===== config.mk =====
export PLATFORM = sky130hd
export DESIGN_NAME = address_whitelist_table_unit
export DESIGN_NICKNAME = d
export VERILOG_FILES = /design/src/rtl/awt_pkg.sv /design/src/rtl/awt_ram.sv /design/src/rtl/address_whitelist_table_unit.sv
export SDC_FILE = /design/constraint.sdc
export NUM_CORES = 2
export LEC_CHECK = 0
export BUFFER_PORTS_ARGS = -buffer_cell sky130_fd_sc_hd__buf_4
export CAP_MARGIN = 20
export CORE_MARGIN = 2
export CORE_UTILIZATION = 35
export DETAILED_ROUTE_END_ITERATION = 8
export GPL_ROUTABILITY_DRIVEN = 0
export GPL_TIMING_DRIVEN = 0
export PLACE_DENSITY = 0.47
export SLEW_MARGIN = 20
export SYNTH_ARGS = -nofsm -noshare
export SYNTH_HDL_FRONTEND = slang
export SYNTH_SLANG_ARGS = --single-unit

===== constraint.sdc =====
create_clock -name aclk -period 5.9 [get_ports aclk]
set_clock_uncertainty 0.15 [all_clocks]
set_input_delay 0 -clock aclk [delete_from_list [all_inputs] [get_ports aclk]]
set_output_delay 0 -clock aclk [all_outputs]
set_load 0.05 [all_outputs]

===== src/rtl/awt_pkg.sv =====
// ----------------------------------------------------------------------------
// Address whitelist table package
// Shared widths, defaults and operation codes for the whitelist table.
// ----------------------------------------------------------------------------
package awt_pkg;

    localparam int DEFAULT_MAX_ENTRIES   = 64;
    localparam int DEFAULT_ADDRESS_BYTES = 8;

    localparam int FUNC_W        = 2;
    localparam int DEVICE_ID_W   = 64;
    localparam int ENTRY_COUNT_W = 7;
    // was_listed, success, entry_count padded to whole bytes
    localparam int M_FIELDS_W    = 2 + ENTRY_COUNT_W;
    localparam int M_TDATA_W     = ((M_FIELDS_W + 7) / 8) * 8;

    typedef logic [FUNC_W-1:0] func_t;

    localparam func_t OP_CHECK  = 2'd0;
    localparam func_t OP_ADD    = 2'd1;
    localparam func_t OP_REMOVE = 2'd2;

    typedef enum logic [4:0] {
        ST_IDLE  = 5'b00001,
        ST_SCAN  = 5'b00010,
        ST_ACT   = 5'b00100,
        ST_SHIFT = 5'b01000,
        ST_DONE  = 5'b10000
    } state_t;

endpackage


===== src/rtl/awt_ram.sv =====
// ----------------------------------------------------------------------------
// Generic simple dual-port RAM
// One write port and one read port with registered read data.
// ----------------------------------------------------------------------------
module awt_ram #(
    parameter int WIDTH = 64,
    parameter int DEPTH = 64,
    parameter int ADDR_W = (DEPTH > 1) ? $clog2(DEPTH) : 1
) (
    input  logic              aclk,
    input  logic              we,
    input  logic [ADDR_W-1:0] waddr,
    input  logic [WIDTH-1:0]  wdata,
    input  logic              re,
    input  logic [ADDR_W-1:0] raddr,
    output logic [WIDTH-1:0]  rdata
);

    logic [WIDTH-1:0] mem [DEPTH];
    logic [WIDTH-1:0] rdata_reg;

    always_ff @(posedge aclk) begin
        if (we) begin
            mem[waddr] <= wdata;
        end
        if (re) begin
            rdata_reg <= mem[raddr];
        end
    end

    assign rdata = rdata_reg;

endmodule


===== src/rtl/address_whitelist_table_unit.sv =====
// ----------------------------------------------------------------------------
// Address whitelist table unit
// Packed table of device addresses with check, add and remove requests.
// ----------------------------------------------------------------------------
// Sequence: a check or add scans from slot zero until the address is found or
// every listed entry has been read, then returns its result; a remove of a
// listed address also shifts every later entry down one slot to close the gap.
// Throughput: one request at a time; the single RAM read port walks one entry
// per cycle in both the scan and the shift.
// Reset: aresetn (synchronous) empties the table at once; no clearing pass.
module address_whitelist_table_unit #(
    parameter int MAX_ENTRIES   = awt_pkg::DEFAULT_MAX_ENTRIES,
    parameter int ADDRESS_BYTES = awt_pkg::DEFAULT_ADDRESS_BYTES
) (
    input  logic                            aclk,
    input  logic                            aresetn,
    // request channel
    input  logic                            s_tvalid,
    output logic                            s_tready,
    input  logic [awt_pkg::DEVICE_ID_W-1:0] s_tdata,   // [63:0] device_id
    input  logic [awt_pkg::FUNC_W-1:0]      s_tuser,   // [1:0] func
    // result channel
    output logic                            m_tvalid,
    input  logic                            m_tready,
    output logic [awt_pkg::M_TDATA_W-1:0]   m_tdata    // [0] was_listed,
                                                       // [1] success,
                                                       // [8:2] entry_count,
                                                       // [15:9] zero
);
    import awt_pkg::*;

    localparam int KEY_W  = 8 * ADDRESS_BYTES;
    localparam int ADDR_W = (MAX_ENTRIES > 1) ? $clog2(MAX_ENTRIES) : 1;
    localparam int CNT_W  = $clog2(MAX_ENTRIES + 1);
    localparam int PAD_W  = M_TDATA_W - M_FIELDS_W;
    localparam logic [CNT_W-1:0] MAX_CNT = CNT_W'(MAX_ENTRIES);

    // sequencer state
    state_t             state_reg,   state_next;
    func_t              op_reg,      op_next;
    logic [KEY_W-1:0]   key_reg,     key_next;
    logic [CNT_W-1:0]   count_reg,   count_next;
    logic [CNT_W-1:0]   idx_reg,     idx_next;
    logic               pend_reg,    pend_next;
    logic [ADDR_W-1:0]  cmp_idx_reg, cmp_idx_next;
    logic               found_reg,   found_next;
    logic [ADDR_W-1:0]  slot_reg,    slot_next;
    logic               ok_reg,      ok_next;

    // output register
    logic                     m_valid_reg,    m_valid_next;
    logic                     out_listed_reg;
    logic                     out_ok_reg;
    logic [ENTRY_COUNT_W-1:0] out_count_reg;
    logic                     out_load;
    logic [CNT_W+ENTRY_COUNT_W-1:0] count_ext;

    // table memory
    logic              ram_we;
    logic [ADDR_W-1:0] ram_waddr;
    logic [KEY_W-1:0]  ram_wdata;
    logic              ram_re;
    logic [ADDR_W-1:0] ram_raddr;
    logic [KEY_W-1:0]  ram_rdata;
    logic              hit;

    awt_ram #(
        .WIDTH (KEY_W),
        .DEPTH (MAX_ENTRIES)
    ) u_store (
        .aclk  (aclk),
        .we    (ram_we),
        .waddr (ram_waddr),
        .wdata (ram_wdata),
        .re    (ram_re),
        .raddr (ram_raddr),
        .rdata (ram_rdata)
    );

    assign s_tready = (state_reg == ST_IDLE);
    assign m_tvalid = m_valid_reg;
    assign m_tdata  = {{PAD_W{1'b0}}, out_count_reg, out_ok_reg, out_listed_reg};

    // Read data from the previous cycle matches the key under search
    assign hit = pend_reg && (ram_rdata == key_reg);

    always_comb begin
        state_next   = state_reg;
        op_next      = op_reg;
        key_next     = key_reg;
        count_next   = count_reg;
        idx_next     = idx_reg;
        pend_next    = 1'b0;
        cmp_idx_next = cmp_idx_reg;
        found_next   = found_reg;
        slot_next    = slot_reg;
        ok_next      = ok_reg;
        ram_we       = 1'b0;
        ram_waddr    = count_reg[ADDR_W-1:0];
        ram_wdata    = key_reg;
        ram_re       = 1'b0;
        ram_raddr    = idx_reg[ADDR_W-1:0];
        out_load     = 1'b0;
        m_valid_next = m_valid_reg && !m_tready;

        case (state_reg)
            ST_IDLE: begin
                // Capture the request and start the scan at slot zero
                if (s_tvalid) begin
                    op_next    = s_tuser;
                    key_next   = s_tdata[KEY_W-1:0];
                    idx_next   = '0;
                    state_next = ST_SCAN;
                end
            end
            ST_SCAN: begin
                // Issue one read per cycle; compare the entry read last cycle
                if (hit) begin
                    found_next = 1'b1;
                    slot_next  = cmp_idx_reg;
                    state_next = ST_ACT;
                end else if (idx_reg < count_reg) begin
                    ram_re       = 1'b1;
                    pend_next    = 1'b1;
                    cmp_idx_next = idx_reg[ADDR_W-1:0];
                    idx_next     = idx_reg + 1'b1;
                end else if (!pend_reg) begin
                    found_next = 1'b0;
                    state_next = ST_ACT;
                end
            end
            ST_ACT: begin
                state_next = ST_DONE;
                case (op_reg)
                    OP_ADD: begin
                        if (found_reg) begin
                            ok_next = 1'b1;
                        end else if (count_reg < MAX_CNT) begin
                            // Append at the end of the packed table
                            ram_we     = 1'b1;
                            count_next = count_reg + 1'b1;
                            ok_next    = 1'b1;
                        end else begin
                            ok_next = 1'b0;
                        end
                    end
                    OP_REMOVE: begin
                        ok_next = 1'b1;
                        if (found_reg) begin
                            idx_next   = CNT_W'(slot_reg) + 1'b1;
                            state_next = ST_SHIFT;
                        end
                    end
                    default: begin
                        ok_next = found_reg;
                    end
                endcase
            end
            ST_SHIFT: begin
                // Read entry i and write it back to i-1 in the following cycle
                if (pend_reg) begin
                    ram_we    = 1'b1;
                    ram_waddr = cmp_idx_reg - 1'b1;
                    ram_wdata = ram_rdata;
                end
                if (idx_reg < count_reg) begin
                    ram_re       = 1'b1;
                    pend_next    = 1'b1;
                    cmp_idx_next = idx_reg[ADDR_W-1:0];
                    idx_next     = idx_reg + 1'b1;
                end else if (!pend_reg) begin
                    count_next = count_reg - 1'b1;
                    state_next = ST_DONE;
                end
            end
            ST_DONE: begin
                // Hold until the output register is free
                if (!m_valid_reg || m_tready) begin
                    out_load     = 1'b1;
                    m_valid_next = 1'b1;
                    state_next   = ST_IDLE;
                end
            end
            default: begin
                state_next = ST_IDLE;
            end
        endcase
    end

    // Mask the count down to the result field width
    assign count_ext = (CNT_W + ENTRY_COUNT_W)'(count_reg);

    always_ff @(posedge aclk) begin
        if (!aresetn) begin
            state_reg   <= ST_IDLE;
            count_reg   <= '0;
            pend_reg    <= 1'b0;
            m_valid_reg <= 1'b0;
        end else begin
            state_reg   <= state_next;
            count_reg   <= count_next;
            pend_reg    <= pend_next;
            m_valid_reg <= m_valid_next;
        end
    end

    always_ff @(posedge aclk) begin
        op_reg      <= op_next;
        key_reg     <= key_next;
        idx_reg     <= idx_next;
        cmp_idx_reg <= cmp_idx_next;
        found_reg   <= found_next;
        slot_reg    <= slot_next;
        ok_reg      <= ok_next;
        if (out_load) begin
            out_listed_reg <= found_reg;
            out_ok_reg     <= ok_reg;
            out_count_reg  <= count_ext[ENTRY_COUNT_W-1:0];
        end
    end

    // ------------------------------------------------------------------------
    // Assertions
    // ------------------------------------------------------------------------
    a_count_bound: assert property (@(posedge aclk) disable iff (!aresetn)
        count_reg <= MAX_CNT)
        else $error("entry count exceeds table size");

    a_shift_only_remove: assert property (@(posedge aclk) disable iff (!aresetn)
        (state_reg == ST_SHIFT) |-> (op_reg == OP_REMOVE) && found_reg)
        else $error("shift entered without a listed remove");

    a_count_stable: assert property (@(posedge aclk) disable iff (!aresetn)
        (state_reg != ST_ACT && state_reg != ST_SHIFT) |=> $stable(count_reg))
        else $error("entry count changed outside update states");

    a_no_overwrite: assert property (@(posedge aclk) disable iff (!aresetn)
        out_load |-> (!m_valid_reg || m_tready))
        else $error("pending result overwritten");

endmodule


After elaboration in Yosys (flattened, before gate mapping)
Memory sizes are Yosys's and may differ from the RTL's. A register that Yosys moved wholly into a read port is not among the register bits.
Index checks and enable logic that the tools add are counted.
{ "word_totals": {"reg_bits": 110, "ramBits": 4096, "inputBits": 70, "output_inout_bits": 18, "mem_count": 1} }
{ "op_classes": {"addsub": 5, "n_lt_le_gt_ge": 2, "eq_ne": 22, "muxes": 47, "n_reduce_logical": 15} }
{ "mem_list": {"columns": ["name", "depth", "word_bits", "read_ports", "rd_ports_with_merged_regs", "wr", "line", "rtl"], "rows": [
  ["u_store.mem", 64, 64, 1, 1, 1, "awt_ram.sv:19", "logic [WIDTH-1:0] mem [DEPTH];"]
]} }
{ "ops": {"columns": ["op", "n"], "rows": [
  ["64-bit two-way mux", 2],
  ["7-bit two-way mux", 10],
  ["64-bit equality test", 1],
  ["5-bit two-way mux", 9],
  ["7-bit case mux with 4 select lines", 1],
  ["5-bit case mux with 5 select lines", 1],
  ["6-bit two-way mux", 4],
  ["2-bit inequality test, second input constant", 10],
  ["1-bit two-way mux", 15],
  ["7-bit by 1-bit adder with 7-bit output, second input constant", 2],
  ["7-bit case mux with 2 select lines", 1],
  ["6-bit case mux with 2 select lines", 1],
  ["6-bit AND reduction", 2],
  ["6-bit by 1-bit adder with 7-bit output, second input constant", 1],
  ["7-bit less-than comparator", 1],
  ["7-bit less-than comparator, second input constant", 1],
  ["7-bit by 1-bit subtractor with 7-bit output, second input constant", 1],
  ["3-bit inequality test, second input constant", 2],
  ["1-bit case mux with 2 select lines", 3],
  ["2-bit AND reduction", 3],
  ["6-bit by 1-bit subtractor with 6-bit output, second input constant", 1],
  ["5-bit by 1-bit equality test with 1-bit output, second input constant", 1],
  ["5-bit by 2-bit equality test with 1-bit output, second input constant", 1],
  ["5-bit by 3-bit equality test with 1-bit output, second input constant", 1],
  ["12 further kinds", 16]
]} }

Depth between registers and ports, before layout
{ "logic_depth": {"ltp_word": 7, "mapped_depth": 11, "mapped_depth_nobuf": 10} }

By module
From an unflattened synthesis, not the netlist that was laid out.
{ "hier_totals": {"cells_unflattened": 7084, "area_unflattened_um2": 162990.1} }
{ "modules_own_cells": {"columns": ["module", "n_inst", "cells_per_inst", "area_each_um2", "seq_area_each_um2"], "rows": [
  ["awt_ram", 1, 6598, 156985.6, 124919.8],
  ["address_whitelist_table_unit", 1, 486, 6004.5, 3163.0]
]} }

Worst setup path after synthesis
Ideal clock, no wire load.
{ "synth_path": {"path_kind": "register -> register", "start": "register idx_reg[5]", "end": "register u_store.rdata_reg[0] (netlist: u_store.rdata[0]) (read register of u_store.mem), enable pin", "setup_ns": 0.508, "arrival_ns": 4.577, "required_ns": 5.242, "setup_slack_ns": 0.664, "stages_incl_launch_ff": 7, "path_buffers": 0, "synth_period_minus_slack_ns": 5.236, "path_cell_list": "edfxtp_1 > ha_1 > a21oi_1 > nand2_1 > a221oi_2 > nand2_1 > a21oi_1"} }
{ "synth_between": {"elab_chain_len": 4} }
{ "synth_rtl": {"columns": ["element", "line", "rtl"], "rows": [
  ["start: declaration", "address_whitelist_table_unit.sv:43", "logic [CNT_W-1:0] idx_reg, idx_next;"],
  ["start signal: assignment", "address_whitelist_table_unit.sv:210", "idx_reg <= idx_next;"],
  ["7-bit less-than comparator *", "address_whitelist_table_unit.sv:122, address_whitelist_table_unit.sv:166", null],
  ["1-bit two-way mux *", null, null],
  ["1-bit two-way mux", null, null],
  ["1-bit case mux with 2 select lines *", null, null],
  ["via pend_next", "address_whitelist_table_unit.sv:44", "logic pend_reg, pend_next;"],
  ["end: declaration", "awt_ram.sv:20", "logic [WIDTH-1:0] rdata_reg;"]
]} }
The timed path passes the listed nets; every way through them passes the cells marked *.
A chain may end at the register's enable or synchronous reset.

Worst setup path after layout
{ "layout_path": {"start": "register idx_reg[1]", "end": "register u_store.rdata_reg[56] (netlist: u_store.rdata[56]) (read register of u_store.mem) (data pin)"} }
{ "layout_between": {"elab_chain_len": 4} }
{ "layout_rtl": {"columns": ["element", "line", "rtl"], "rows": [
  ["7-bit less-than comparator", "address_whitelist_table_unit.sv:122, address_whitelist_table_unit.sv:166", null],
  ["1-bit two-way mux", "address_whitelist_table_unit.sv:122, address_whitelist_table_unit.sv:166", null],
  ["1-bit two-way mux", "address_whitelist_table_unit.sv:118", "if (hit) begin"],
  ["1-bit case mux with 2 select lines", "address_whitelist_table_unit.sv:106", "case (state_reg)"]
]} }
Parallel ways exist; a longest one is shown, timed or not.

==> impl_metrics.py <==
metrics = {
    "outcome": {
        "run_status": "finished clean",
    },
    "sta": {
        "hold_viol": 0,
        "period_needed_ns": 4.985,
        "hold_ws_ns": 0.1002,
        "max_clock_freq_ghz": 0.2006,
        "rsz0062_at_grt": "false",
        "slew_viol_final": 0,
        "setup_tns_ns": 0,
        "maxSlewHeadroom_pct": 17.54,
        "setup_viol": 0,
        "fin_crit_sh_pct": 84.49,
        "max_slew.worst_pin.slew_ns": 1.233,
    },
    "cells_and_area": {
        "nFillCells": 39990,
        "final_cells": 14350,
        "final_cell_mix": "4,256 x edfxtp_1, 1,024 x mux4_2, 459 x clkbuf_16",
        "area_delta_synth_final_pct": 18.67,
        "regArea_um2": 128100,
        "nets": 7908,
        "largest_register_ffs": 4096,
        "drive_gt1_share_pct": 27.77,
        "final_common_cell": "edfxtp_1",
        "multi_input_area_um2": 32480,
    },
    "global_route": {
        "grt_pass1_wl_um": 623200,
        "antenna_found_initial": 31,
        "gr-total-overflow": 0,
        "grt_pass1_vias": 79580,
        "grt_max_degree": 65,
        "grt.total_usage_pct": 18.78,
    },
    "power": {
        "cellLeakagePower_nw": 58.85,
        "irDropWorstVdd_mv": 0.2675,
        "p_per_area_nw_per_um2": 434.9,
    },
    "routing": {
        "drtIter0Drc": 8485,
        "remaining_drc_errors": 0,
        "viasPerCell": 5.401,
        "drt-pass1-iter-count": 6,
        "wl_um": 446100,
        "vias": 77500,
        "ant_nets": 0,
        "wire_per_inst_um": 31.09,
    },
    "clocking": {
        "clk_latency_ns": 1.00,
        "clock-sinks": 4270,
        "root_buffer": "clkbuf_16",
        "cts_tree": "done",
        "numCtsBuffers": 452,
        "postCtsSetupRepairBufs": 0,
        "clock_path_buffers": 4,
        "cts_resized": 0,
        "postCtsHoldBufs": 142,
        "path_clk_slew_ns": 0.06,
        "htree_levels": 5,
    },
    "worst_setup_path": {
        "crit_slowest_cell": "a221oi_1",
        "criticalPathCategory": "flop to flop",
        "cp_cell_sequence": "buf_2 > buf_2 > buf_2 > buf_1 > mux4_2 > a221oi_1 > o221ai_1",
        "worst-endpoint-arrival_ns": 5.52,
        "end_kind": "flop",
        "crit_required_ns": 6.43,
        "cp_max_fo": 10,
        "cp_common_cell": "buf_2",
        "slowest_delay_ns": 0.80,
        "worst_setup_path_start_kind": "flop",
    },
    "floorplan": {
        "row_count": 249,
        "die-area_um2": 467100,
        "die_h_um": 683.5,
        "core_area_um2": 459800,
        "io_pins": 88,
        "initial_core_util_pct": 35.14,
        "die_w_um": 683.5,
    },
    "synthesis": {
        "synth.area.top_cells": "edfxtp_1 79%, mux4_2 14%, a22oi_1 1.2%, a221oi_1 0.70%, a22o_1 0.69%",
        "synthDistinctLibCells": 57,
        "ys_seq_elements": 4270,
        "yosys.area.top_type_share_pct": 79.09,
        "postSynth.asyncResetShare_pct": 0,
        "synth_seq_area_share_pct": 79.26,
        "synth_cells": 6895,
        "synth_flop_cell": "edfxtp_1",
        "synth-warning-count": 0,
        "synth_area_leader_cell": "edfxtp_1",
        "synth.avg_cell_area_um2": 23.44,
        "syn_area_um2": 161600,
        "synth-edff-count": 4256,
    },
    "placement": {
        "dp.cells": 13380,
        "hpwlAfterDp_um": 316900,
        "io_buffers": 79,
    },
    "min_path": {
        "hp-class": "primary input to flop",
    },
    "run": {
        "drv_cap": 0,
    },
}
[layout make-up]
class | instances | share of cell area (%)
Buffer | 394 | 0.9311
Clock buffer | 556 | 6.180
Clock inverter | 269 | 1.284
Antenna cell | 7 | 0.009135
Multi-Input combinational cell | 2220 | 16.94
Inverter | 17 | 0.03328
Tap cell | 6149 | 4.012
Timing Repair Buffer | 467 | 3.819
Sequential cell | 4270 | 66.79
[synthesized netlist by cell type, types with 3 or more instances]
library cell     n
xnor2_1         13
nand2_1         37
nor4_1          18
clkbuf_1       225
a21oi_1        142
mux2i_1          4
o21ai_0         14
mux4_2        1024
nor2b_1          6
nand4_1          8
nand2b_1         3
nor2_1         144
o22ai_1          5
a22o_1         128
o221ai_1        65
nor3_1           7
mux2_2          67
and3_1           6
a221oi_1       129
dfxtp_1         14
and2_1           5
a22oi_1        256
buf_2          105
o21a_1           3
ha_1            15
nand3b_1         4
buf_6            6
nand3_1         17
edfxtp_1      4256
buf_1           35
inv_1           17
buf_4           23
xor2_1          67
[path summary, 6_finish.rpt]
kind                             from                     endpoint  slack, ns  cells past startpoint
min                          s_tvalid          op_reg[0]$_DFFE_PP_       0.10                      3
max          idx_reg[1]$_SDFFCE_PN0P_  u_store.rdata[56]$_DFFE_PP_       0.92                      7
min reg2reg          ok_reg$_DFFE_PP_         out_ok_reg$_DFFE_PP_       0.30                      0
max reg2reg  idx_reg[1]$_SDFFCE_PN0P_  u_store.rdata[56]$_DFFE_PP_       0.92                      7
[critical path, delay by kind of cell, from the launching register on]
family                 cells  cell delay [ns]
AO/OA/AOI/OAI              2             1.00
flip-flops                 1             0.48
buffers and inverters      4             2.49
multiplexers               1             0.47
[layer usage]
layer / track usage, % / routed length [um]
met1: 27.74 / 201400
met2: 29.58 / 207700
met3: 2.231 / 23970
met4: 5.104 / 12980
met5: 0 / 0
[report_power, final]
part	internal [mW]	switching [mW]	total, mW
Clock	16.0	11.7	27.7
Sequential	34.8	0.245	35.0
Combinational	7.76	12.9	20.6
[logic make-up after synthesis]
family                   after synthesis  share of synthesized area, %
buffers and inverters                411                         1.117
adder cells (fa/ha/maj)               16                        0.1285
AND/OR/NAND/NOR                      264                        0.7480
multiplexers                        1095                         14.76
other                                  1                      0.002321
AO/OA/AOI/OAI                        758                         3.542
flip-flops                          4270                         79.26
XOR/XNOR                              80                        0.4336
[stage by stage]
step / util (%) / worst slack (ns) / power (mW) / instance area (um^2)
floorplan: - / 0.6644 / 47.83 / 161600
global placement: 36.95 / -4.987 / 56.27 / 169900
detailed placement: 38.23 / 0.8487 / 56.79 / 175800
CTS: 41.65 / 0.8145 / 84.62 / 191500
global route: 41.70 / 0.9240 / 86.44 / 191700
finish: 41.70 / 0.9153 / 83.40 / 191800
Power figures use the tool's default switching activity.
